===== src/rtl/core/matrix_multiply_engine_macros.svh =====
// assertion macros of the matrix multiply engine, used by mme_ctrl
// no dependencies; included by files that carry concurrent assertions
`ifndef MATRIX_MULTIPLY_ENGINE_MACROS_SVH
`define MATRIX_MULTIPLY_ENGINE_MACROS_SVH

// same-cycle implication under synchronous active-low reset
`define MME_ASSERT_IMPL(label, clk, rst_n, ante, cons, msg) \
    label: assert property (@(posedge clk) disable iff (!rst_n) (ante) |-> (cons)) \
        else $error(msg);

// next-cycle implication under synchronous active-low reset
`define MME_ASSERT_NEXT(label, clk, rst_n, ante, cons, msg) \
    label: assert property (@(posedge clk) disable iff (!rst_n) (ante) |=> (cons)) \
        else $error(msg);

`endif


===== src/rtl/core/mme_pkg.sv =====
// shared types, codes and helpers of the matrix multiply engine
// no dependencies; imported by every module of the block
`timescale 1ns / 1ps

package mme_pkg;

    localparam int CFG_W       = 4;
    localparam int CFG_IDX_W   = 2;
    localparam int IDX_W       = 3;
    localparam int DATA_W      = 32;
    localparam int PROD_W      = 2 * DATA_W;
    localparam int FRAC_W      = 16;
    localparam int DEF_MAX_DIM = 8;

    localparam logic [1:0] MODE_LOAD_A  = 2'd0;
    localparam logic [1:0] MODE_LOAD_B  = 2'd1;
    localparam logic [1:0] MODE_COMPUTE = 2'd2;

    localparam logic [CFG_IDX_W-1:0] REG_ROWS_A  = 2'd0;
    localparam logic [CFG_IDX_W-1:0] REG_INNER_A = 2'd1;
    localparam logic [CFG_IDX_W-1:0] REG_ROWS_B  = 2'd2;
    localparam logic [CFG_IDX_W-1:0] REG_COLS_B  = 2'd3;

    typedef struct packed {
        logic [1:0]              mode;
        logic [IDX_W-1:0]        row_index;
        logic [IDX_W-1:0]        col_index;
        logic signed [DATA_W-1:0] elem_value;
    } t_in_item;

    typedef struct packed {
        logic signed [DATA_W-1:0] product_value;
        logic [IDX_W-1:0]         out_row;
        logic [IDX_W-1:0]         out_col;
        logic                     last_flag;
        logic                     status;
    } t_out_item;

    typedef struct packed {
        logic                     wr_a;
        logic                     wr_b;
        logic signed [DATA_W-1:0] wr_data;
        logic                     mac_vld;
        logic                     mac_first;
        logic                     mac_last;
        logic [IDX_W-1:0]         row;
        logic [IDX_W-1:0]         col;
        logic [IDX_W-1:0]         j;
        logic                     load_out;
        logic                     out_last;
        logic                     out_err;
    } t_dp_cmd;

    typedef struct packed {
        logic acc_done;
        logic out_free;
    } t_dp_stat;

    // register value 0 acts as 1, above the limit acts as the limit
    function automatic logic [CFG_W-1:0] eff_dim(input logic [CFG_W-1:0] v,
                                                 input logic [CFG_W-1:0] lim);
        logic [CFG_W-1:0] d;
        d = v;
        if (v == '0) begin
            d = CFG_W'(1);
        end else if (v > lim) begin
            d = lim;
        end
        return d;
    endfunction

endpackage


===== src/rtl/core/mme_ctrl.sv =====
// sequencer of the matrix multiply engine: config registers, item intake,
// dot product walk and result hand-off; uses mme_pkg and the macro header
`timescale 1ns / 1ps
`include "matrix_multiply_engine_macros.svh"

module mme_ctrl
    import mme_pkg::*;
#(
    parameter int MAX_DIM = DEF_MAX_DIM
) (
    input  logic                 i_clk,
    input  logic                 i_rst_n,
    input  logic                 i_cfg_wr_en,
    input  logic [CFG_IDX_W-1:0] i_cfg_index,
    input  logic [CFG_W-1:0]     i_cfg_wr_data,
    input  logic                 i_in_valid,
    input  t_in_item             i_in_item,
    output logic                 o_in_stall,
    output t_dp_cmd              o_cmd,
    input  t_dp_stat             i_stat
);

    localparam logic [1:0] ST_IDLE = 2'd0;
    localparam logic [1:0] ST_MAC  = 2'd1;
    localparam logic [1:0] ST_WAIT = 2'd2;
    localparam logic [1:0] ST_EMIT = 2'd3;

    localparam logic [CFG_W-1:0] DIM_LIM = CFG_W'(MAX_DIM);

    logic [1:0]       r_state, n_state;
    logic [IDX_W-1:0] r_row, n_row;
    logic [IDX_W-1:0] r_col, n_col;
    logic [IDX_W-1:0] r_j, n_j;
    logic             r_err, n_err;
    logic [CFG_W-1:0] r_rows_a, r_inner_a, r_rows_b, r_cols_b;

    logic [CFG_W-1:0] ra, na, rb, cb;
    logic             in_acc;
    logic             row_last, col_last, j_last;

    assign ra = eff_dim(r_rows_a, DIM_LIM);
    assign na = eff_dim(r_inner_a, DIM_LIM);
    assign rb = eff_dim(r_rows_b, DIM_LIM);
    assign cb = eff_dim(r_cols_b, DIM_LIM);

    assign o_in_stall = !i_rst_n || (r_state != ST_IDLE);
    assign in_acc     = i_in_valid && !o_in_stall;

    assign row_last = (CFG_W'(r_row) + CFG_W'(1)) == ra;
    assign col_last = (CFG_W'(r_col) + CFG_W'(1)) == cb;
    assign j_last   = (CFG_W'(r_j) + CFG_W'(1)) == na;

    always_ff @(posedge i_clk) begin
        if (!i_rst_n) begin
            r_rows_a  <= CFG_W'(8);
            r_inner_a <= CFG_W'(8);
            r_rows_b  <= CFG_W'(8);
            r_cols_b  <= CFG_W'(8);
        end else if (i_cfg_wr_en) begin
            unique case (i_cfg_index)
                REG_ROWS_A:  r_rows_a  <= i_cfg_wr_data;
                REG_INNER_A: r_inner_a <= i_cfg_wr_data;
                REG_ROWS_B:  r_rows_b  <= i_cfg_wr_data;
                REG_COLS_B:  r_cols_b  <= i_cfg_wr_data;
                default: ;
            endcase
        end
    end

    always_comb begin
        n_state = r_state;
        n_row   = r_row;
        n_col   = r_col;
        n_j     = r_j;
        n_err   = r_err;

        o_cmd           = '0;
        o_cmd.wr_data   = i_in_item.elem_value;
        o_cmd.row       = r_row;
        o_cmd.col       = r_col;
        o_cmd.j         = r_j;

        unique case (r_state)
            ST_IDLE: begin
                o_cmd.row = i_in_item.row_index;
                o_cmd.col = i_in_item.col_index;
                if (in_acc) begin
                    unique case (i_in_item.mode)
                        MODE_LOAD_A: begin
                            o_cmd.wr_a = (CFG_W'(i_in_item.row_index) < ra) &&
                                         (CFG_W'(i_in_item.col_index) < na);
                        end
                        MODE_LOAD_B: begin
                            o_cmd.wr_b = (CFG_W'(i_in_item.row_index) < rb) &&
                                         (CFG_W'(i_in_item.col_index) < cb);
                        end
                        MODE_COMPUTE: begin
                            n_row = '0;
                            n_col = '0;
                            n_j   = '0;
                            if (na != rb) begin
                                n_err   = 1'b1;
                                n_state = ST_EMIT;
                            end else begin
                                n_state = ST_MAC;
                            end
                        end
                        default: ;
                    endcase
                end
            end
            ST_MAC: begin
                o_cmd.mac_vld   = 1'b1;
                o_cmd.mac_first = (r_j == '0);
                o_cmd.mac_last  = j_last;
                if (j_last) begin
                    n_state = ST_WAIT;
                end else begin
                    n_j = r_j + IDX_W'(1);
                end
            end
            ST_WAIT: begin
                if (i_stat.acc_done) begin
                    n_state = ST_EMIT;
                end
            end
            ST_EMIT: begin
                if (i_stat.out_free) begin
                    o_cmd.load_out = 1'b1;
                    o_cmd.out_err  = r_err;
                    o_cmd.out_last = r_err || (row_last && col_last);
                    if (r_err || (row_last && col_last)) begin
                        n_err   = 1'b0;
                        n_state = ST_IDLE;
                    end else begin
                        n_j     = '0;
                        n_state = ST_MAC;
                        if (row_last) begin
                            n_row = '0;
                            n_col = r_col + IDX_W'(1);
                        end else begin
                            n_row = r_row + IDX_W'(1);
                        end
                    end
                end
            end
            default: ;
        endcase
    end

    always_ff @(posedge i_clk) begin
        if (!i_rst_n) begin
            r_state <= ST_IDLE;
            r_err   <= 1'b0;
        end else begin
            r_state <= n_state;
            r_err   <= n_err;
        end
        r_row <= n_row;
        r_col <= n_col;
        r_j   <= n_j;
    end

    `MME_ASSERT_IMPL(a_emit_when_free, i_clk, i_rst_n, o_cmd.load_out, i_stat.out_free, "result written while output register busy")
    `MME_ASSERT_IMPL(a_done_in_wait, i_clk, i_rst_n, i_stat.acc_done, r_state == ST_WAIT, "accumulation finished outside wait state")
    `MME_ASSERT_IMPL(a_walk_in_range, i_clk, i_rst_n, r_state == ST_MAC, (CFG_W'(r_row) < ra) && (CFG_W'(r_col) < cb) && (CFG_W'(r_j) < na), "product walk index out of range")
    `MME_ASSERT_NEXT(a_last_mac_waits, i_clk, i_rst_n, o_cmd.mac_vld && o_cmd.mac_last, r_state == ST_WAIT, "last multiply not followed by wait")

endmodule


===== config.mk =====
export PLATFORM = sky130hd
export DESIGN_NAME = mme_ctrl
export DESIGN_NICKNAME = d
export VERILOG_FILES = /design/src/rtl/core/mme_pkg.sv /design/src/rtl/core/mme_ctrl.sv
export VERILOG_INCLUDE_DIRS = /design/src /design/src/rtl/core
export SDC_FILE = /design/constraint.sdc
export NUM_CORES = 1
export LEC_CHECK = 0
export ABC_AREA = 0
export BUFFER_PORTS_ARGS = -buffer_cell sky130_fd_sc_hd__clkbuf_2
export CORE_UTILIZATION = 45
export CTS_CLUSTER_SIZE = 8
export DETAILED_ROUTE_END_ITERATION = 16
export HOLD_SLACK_MARGIN = 0.03
export MAX_ROUTING_LAYER = met4
export PLACE_DENSITY = 0.76
export RECOVER_POWER = 25
export SYNTH_ARGS = -nofsm -noshare
export SYNTH_HDL_FRONTEND = slang
export SYNTH_SLANG_ARGS = --single-unit

===== constraint.sdc =====
create_clock -name i_clk -period 3.6 [get_ports i_clk]
set_clock_uncertainty 0.1 [all_clocks]
set_input_delay 0.36 -clock i_clk [delete_from_list [all_inputs] [get_ports i_clk]]
set_output_delay 0.36 -clock i_clk [all_outputs]
set_load 0.05 [all_outputs]

==> results of run 1 <==
through the flow:
| step | instances | util (%) | setup WS [ns] | cell area, um2 |
|---|---|---|---|---|
| after floorplan | 273 | - | 0.285 | 2360 |
| after global placement | 336 | 48.1 | 1.06 | 2350 |
| after detailed placement | 336 | 48.1 | 1.00 | 2350 |
| after CTS | 340 | 49.1 | 0.693 | 2390 |
| after global routing | 340 | 49.1 | 0.535 | 2390 |
| final | 340 | 49.1 | 0.685 | 2390 |
power groups by stage:
stage | Combinational [mW] | Clock [mW] | Sequential, mW
6_report | 0.801 | 0.171 | 0.479
3_3_place_gp | 0.779 | 0 | 0.482
4_1_cts | 0.801 | 0.178 | 0.478
3_5_place_dp | 0.794 | 0 | 0.486
2_1_floorplan | 0.700 | 0 | 0.507
5_1_grt | 0.867 | 0.189 | 0.493
cell families after synthesis:
family          Yosys count
xor+xnor                  9
fa+ha+maj                17
simple gates             98
compound gates           48
mux                      22
flops                    28
buf+inv                  51
layer usage:
layer,track usage (%),vias to the layer above,part of all wire [%]
met3,2.85,6,4.7
met4,4.40,0,0.69
li1,-,932,-
met2,31.0,49,47
met5,-,-,0
met1,23.0,857,47
final timing paths:
kind	from	to	slack, ns	cells after the start
worst min-delay path	i_cfg_wr_data[3]	r_inner_a[3]	0.27	3
worst max register to register	r_row[0]	r_j[1]	0.99	7
worst min register to register	r_rows_b[0]	r_rows_b[0]	0.41	2
worst max-delay path	r_row[0]	o_cmd[1]	0.68	8
worst register-to-register path: cells and delay by family (launching register included):
| kind | cells | cell delay, ns |
|---|---|---|
| DFF | 1 | 0.51 |
| AOI/OAI and AO/OA | 4 | 1.00 |
| xor gates and xnor gates | 1 | 0.16 |
| and+or+nand+nor | 1 | 0.09 |
| adders and majority gates | 1 | 0.40 |
cell usage in the layout, fill, tap and decap left out, types with 7 or more instances in the layout:
master and instances:
ha_1 17, nand2_1 15, clkbuf_2 37, inv_1 10
mux2i_1 16, nand2b_1 12, nor2_1 29, o21ai_0 7
edfxtp_1 9, a21oi_1 13, dfxtp_1 19
sequential cells by signal (all words and copies together), names as in the netlist:
signal     cells
r_col          3
r_cols_b       4
r_err          1
r_inner_a      4
r_j            3
r_row          3
r_rows_a       4
r_rows_b       4
r_state        2
layout make-up:
class	instances	area, um2	share of cell area, %
Inverter	10	37.5	1.57
Sequential cell	28	651	27.2
Multi-Input combinational cell	194	1390	58.1
Timing Repair Buffer	37	185	7.74
Tap cell	67	83.8	3.50
Clock buffer	3	41.3	1.73
Clock inverter	1	3.75	0.157
==> reports/results.tsv, run 1 <==
metric	value	unit
drv_slew	0	
setup_tns	0	ns
ys.warnings.count	0	
internal-power	0.756	mW
gp_congestion	0.893	
grt_pass1_vias	1645	
ys_seq_area_share	27.6	%
drive_above_1_share	20.9	%
cts_num_sinks	28	
crit_type	reg2out	
grt_pass1_wl	7630	um
nFillCells	482	
finalCriticalPeriod	2.92	ns
grt_max_degree	17	
synth-xor-area-share	3.35	%
cp_cell_sequence	ha_1, xnor2_1, nand3b_1, a31oi_1, o22ai_2, o21bai_1, and2_1, clkbuf_2	
combPwrFrac	55.2	%
vias_per_cell	5.42	
period_share	81.0	%
ys_seq_elements	28	
synth_mux_area_share	9.67	%
cp_slowest_cell	edfxtp_1	
start_util	48.3	%
hold_viol	0	
syn_area_per_cell	8.63	um2
area_growth	1.59	%
grt.total_usage	18.4	%
synth_fp_nets	342	
whs	0.271	ns
synth_edf_count	9	
fmax	0.343	GHz
antennaDiodeCount	0	
min-delay-path-class	in2reg	
clockBufferDepth	2	
synth_top_family_by_area	simple AND/OR/NAND/NOR gates	
synth_area	0.00236	mm2
status	finished, final reports clean	
wl	4820	um
arrival	2.46	ns
synth_compound_area_share	14.7	%
synth.top_cell.area_share	16.1	%
htree_levels	1	
slowest_delay	0.51	ns
io_pins	102	
place_hpwl	3800	um
drtIter0Drc	86	
final_nets	343	
num_vias	1844	
core	0.00488	mm2
p_clk_share	11.8	%
switching_share	47.9	%
tightest_slew	0.693	ns
setup_violations	0	
endpoint_kind	primary output	
synthSimpleGateAreaFrac	22.3	%
crit_family	compound AO/OA/AOI/OAI gates	
port_buffers	37	
grt_overflow	0	
cp_num_buf_inv	1	
drcViolationCount	0	
synthTopCellsByArea	dfxtp_1 (16%), edfxtp_1 (11%), buf_4 (10%), ha_1 (9.0%), mux2i_1 (6.8%)	
p_sw	0.695	mW
cp_max_fo	8	
cap_violations	0	
antenna_left	0	
maxSlewHeadroom	53.8	%
finalPower	1.45	mW
synthCells	273	
path_clk_slew	0.09	ns
tritoncts	yes	
critPathLaunchType	flip-flop	
yosys_most_used_dff	dfxtp_1	
numCtsBuffers	3	
cts_resized	0	
rsz0062_at_grt	no	
die_h	74.4	um
powerDensity	606	mW/mm2
crit_required	3.14	ns
peakVddDrop	457	uV
cts_setup_buffers	0	
holdBufCountCts	0	
synth_common_cells	buf_4 (32), nor2_1 (29), dfxtp_1 (19), ha_1 (17), mux2i_1 (16)	
die_area	0.00553	mm2
antenna_found_initial	0	
synth_fa_ha_area_share	9.03	%
first_pass_iters	4	
cts-root-buf	clkbuf_8	
synth_async_sr_flop_share	0	%
synth_most_common_cell	buf_4	
yosysUniqueCellTypes	54	
seqPwrFrac	33.0	%
leakagePower	1.06	nW
die_x	74.4	um
num_rows	25	
wl_per_cell	14.2	um
yosysTopAreaCell	dfxtp_1	
insertion_delay	0.27	ns
No activity file was read; power rests on OpenSTA's default activity.
==> run 2, diff against run 1 <==
--- a/config.mk
+++ b/config.mk
@@ -8,12 +8,12 @@
 export LEC_CHECK = 0
 export ABC_AREA = 0
 export BUFFER_PORTS_ARGS = -buffer_cell sky130_fd_sc_hd__clkbuf_2
-export CORE_UTILIZATION = 45
+export CORE_UTILIZATION = 44
 export CTS_CLUSTER_SIZE = 8
 export DETAILED_ROUTE_END_ITERATION = 16
 export HOLD_SLACK_MARGIN = 0.03
 export MAX_ROUTING_LAYER = met4
-export PLACE_DENSITY = 0.76
+export PLACE_DENSITY = 0.78
 export RECOVER_POWER = 25
 export SYNTH_ARGS = -nofsm -noshare
 export SYNTH_HDL_FRONTEND = slang
==> constraint.sdc (replaced) <==
create_clock -name i_clk -period 2.6 [get_ports i_clk]
set_clock_uncertainty 0.1 [all_clocks]
set_input_delay 0.26 -clock i_clk [delete_from_list [all_inputs] [get_ports i_clk]]
set_output_delay 0.26 -clock i_clk [all_outputs]
set_load 0.05 [all_outputs]
==> run 2 against run 1 <==
  * Power increased by 55%
  * Non-clock buffer count increased by 10
  * Wire length up 7.0%
  * Cell count increased by 3.8%
  * Largest power group unchanged
  * Highest routed layer unchanged
  * Sequential power up 34%
  * Via count grew 4.4%
  * Critical endpoint is now r_j[1]
==> reports/results.tsv, run 2 (synthesis results as in run 1) <==
metric	value	unit	change
start_util	45.8	%	-2.4 points
drive_above_1_share	27.2	%	+6.3 points
final_nets	353		+2.9%
insertion_delay	0.28	ns	about the same
drcViolationCount	0		unchanged
leakagePower	1.13	nW	+6.4%
num_rows	26		+4.0%
gp_congestion	0.834		-6.6%
grt.total_usage	19.1	%	+0.70 points
antenna_found_initial	0		unchanged
clockBufferDepth	2		unchanged
cap_violations	0		unchanged
setup_ws	0.104	ns	-0.581 ns
die_h	75.2	um	+1.1%
grt_pass1_vias	1617		-1.7%
finalPower	2.25	mW	+55%
first_pass_iters	4		unchanged
setup_violations	0		unchanged
finalCriticalPeriod	2.50	ns	
arrival	2.34	ns	-0.12 ns
r2r_slack	0.10	ns	-0.89 ns
antenna_left	0		unchanged
rsz0062_at_grt	no		
drv_slew	0		unchanged
fmax	0.401	GHz	
hold_viol	0		unchanged
place_ws	0.0757	ns	-0.925 ns
vias_per_cell	5.45		+0.55%
crit_type	reg2reg		
wl	5150	um	+7.0%
drtIter0Drc	115		+34%
io_pins	102		unchanged
tightest_slew	0.504	ns	-0.190 ns
tritoncts	yes		
die_area	0.00565	mm2	+2.2%
crit_required	2.44	ns	-0.70 ns
final_cell_area	0.00258	mm2	+7.7%
die_x	75.2	um	+1.1%
maxSlewHeadroom	66.4	%	+13 points
grt_overflow	0		unchanged
status	finished, final reports clean		
powerDensity	873	mW/mm2	+44%
final_cell_mix	clkbuf_2 (35), nor2_1 (29), dfxtp_1 (19)		
min-delay-path-class	in2reg		
grt_max_degree	17		unchanged
peakVddDrop	495	uV	+8.5%
area_growth	9.40	%	
htree_levels	1		unchanged
path_clk_slew	0.10	ns	about the same
cts_num_sinks	28		unchanged
cts-root-buf	clkbuf_8		
setup_tns	0	ns	unchanged
grt_pass1_wl	7890	um	+3.4%
wl_per_cell	14.6	um	+3.1%
dp.cells	344		+2.4%
core	0.00514	mm2	+5.3%
antennaDiodeCount	0		unchanged
num_vias	1925		+4.4%
period_share	96.0	%	
port_buffers	37		unchanged
final_cells	353		+3.8%
endpoint_kind	flip-flop		
critPathLaunchType	flip-flop		
numCtsBuffers	3		unchanged
place_area	0.00242	mm2	+3.0%
cp_max_fo	5		-3
layout_commonest_cell	clkbuf_2		
place_hpwl	3880	um	+2.1%
run 2: changes by cell type in the layout (fill, tap and decap cells not counted), sizes merged:
cell / change
clkinv: -1
buf: +11
run 2: area by class of cell:
cell class	count	area, um2
repair buffers	47	272
inverters	10	37.5
fillers	514	2560
flip-flops and latches	28	651
multi-input cells	194	1460
well taps	70	87.6
clock buffers	4	66.3
run 2: worst paths after layout:
check / depth (start not counted) / from / end
worst max register to register: 8 / r_row[0] / r_j[1]
worst min register to register: 2 / r_rows_b[0] / r_rows_b[0]
worst max-delay path: 8 / r_row[0] / r_j[1]
worst min-delay path: 3 / i_cfg_wr_data[1] / r_cols_b[1]
run 2: power by group:
part | switching [mW] | internal (mW) | total [mW]
Clock | 0.146 | 0.168 | 0.314
Combinational | 0.794 | 0.499 | 1.29
Sequential | 0.0874 | 0.556 | 0.643
run 2: routing by layer:
metal  routed length, um  GRT usage [%]  vias up
met5                   0              -        -
met4                 124           8.02        0
met3                 249           2.54       15
met2                2420           29.0       56
met1                2360           25.4      907
li1                    -              -      947
run 2: stage by stage:
| stage | utilization, % | hold WS (ns) |
|---|---|---|
| after floorplan | - | 0.284 |
| after global placement | 47.1 | 0.375 |
| after detailed placement | 47.1 | 0.413 |
| after CTS | 49.1 | 0.166 |
| after global routing | 50.1 | 0.174 |
| final | 50.1 | 0.164 |
run 2: critical path: stages, from the launching register on:
cell and delay, ns:
edfxtp_1 0.45, ha_4 0.20, xor2_1 0.17, or2_1 0.14, a21oi_2 0.06, o22ai_2 0.30, o21bai_2 0.12, buf_4 0.15
a2111oi_4 0.48
run 2: timing repair:
item                       in CTS  in global routing
buffers inserted                0                  5
hold buffers                    0                  0
resized for setup               6                  5
pin swaps                       1                  2
setup endpoints to repair       2                  2
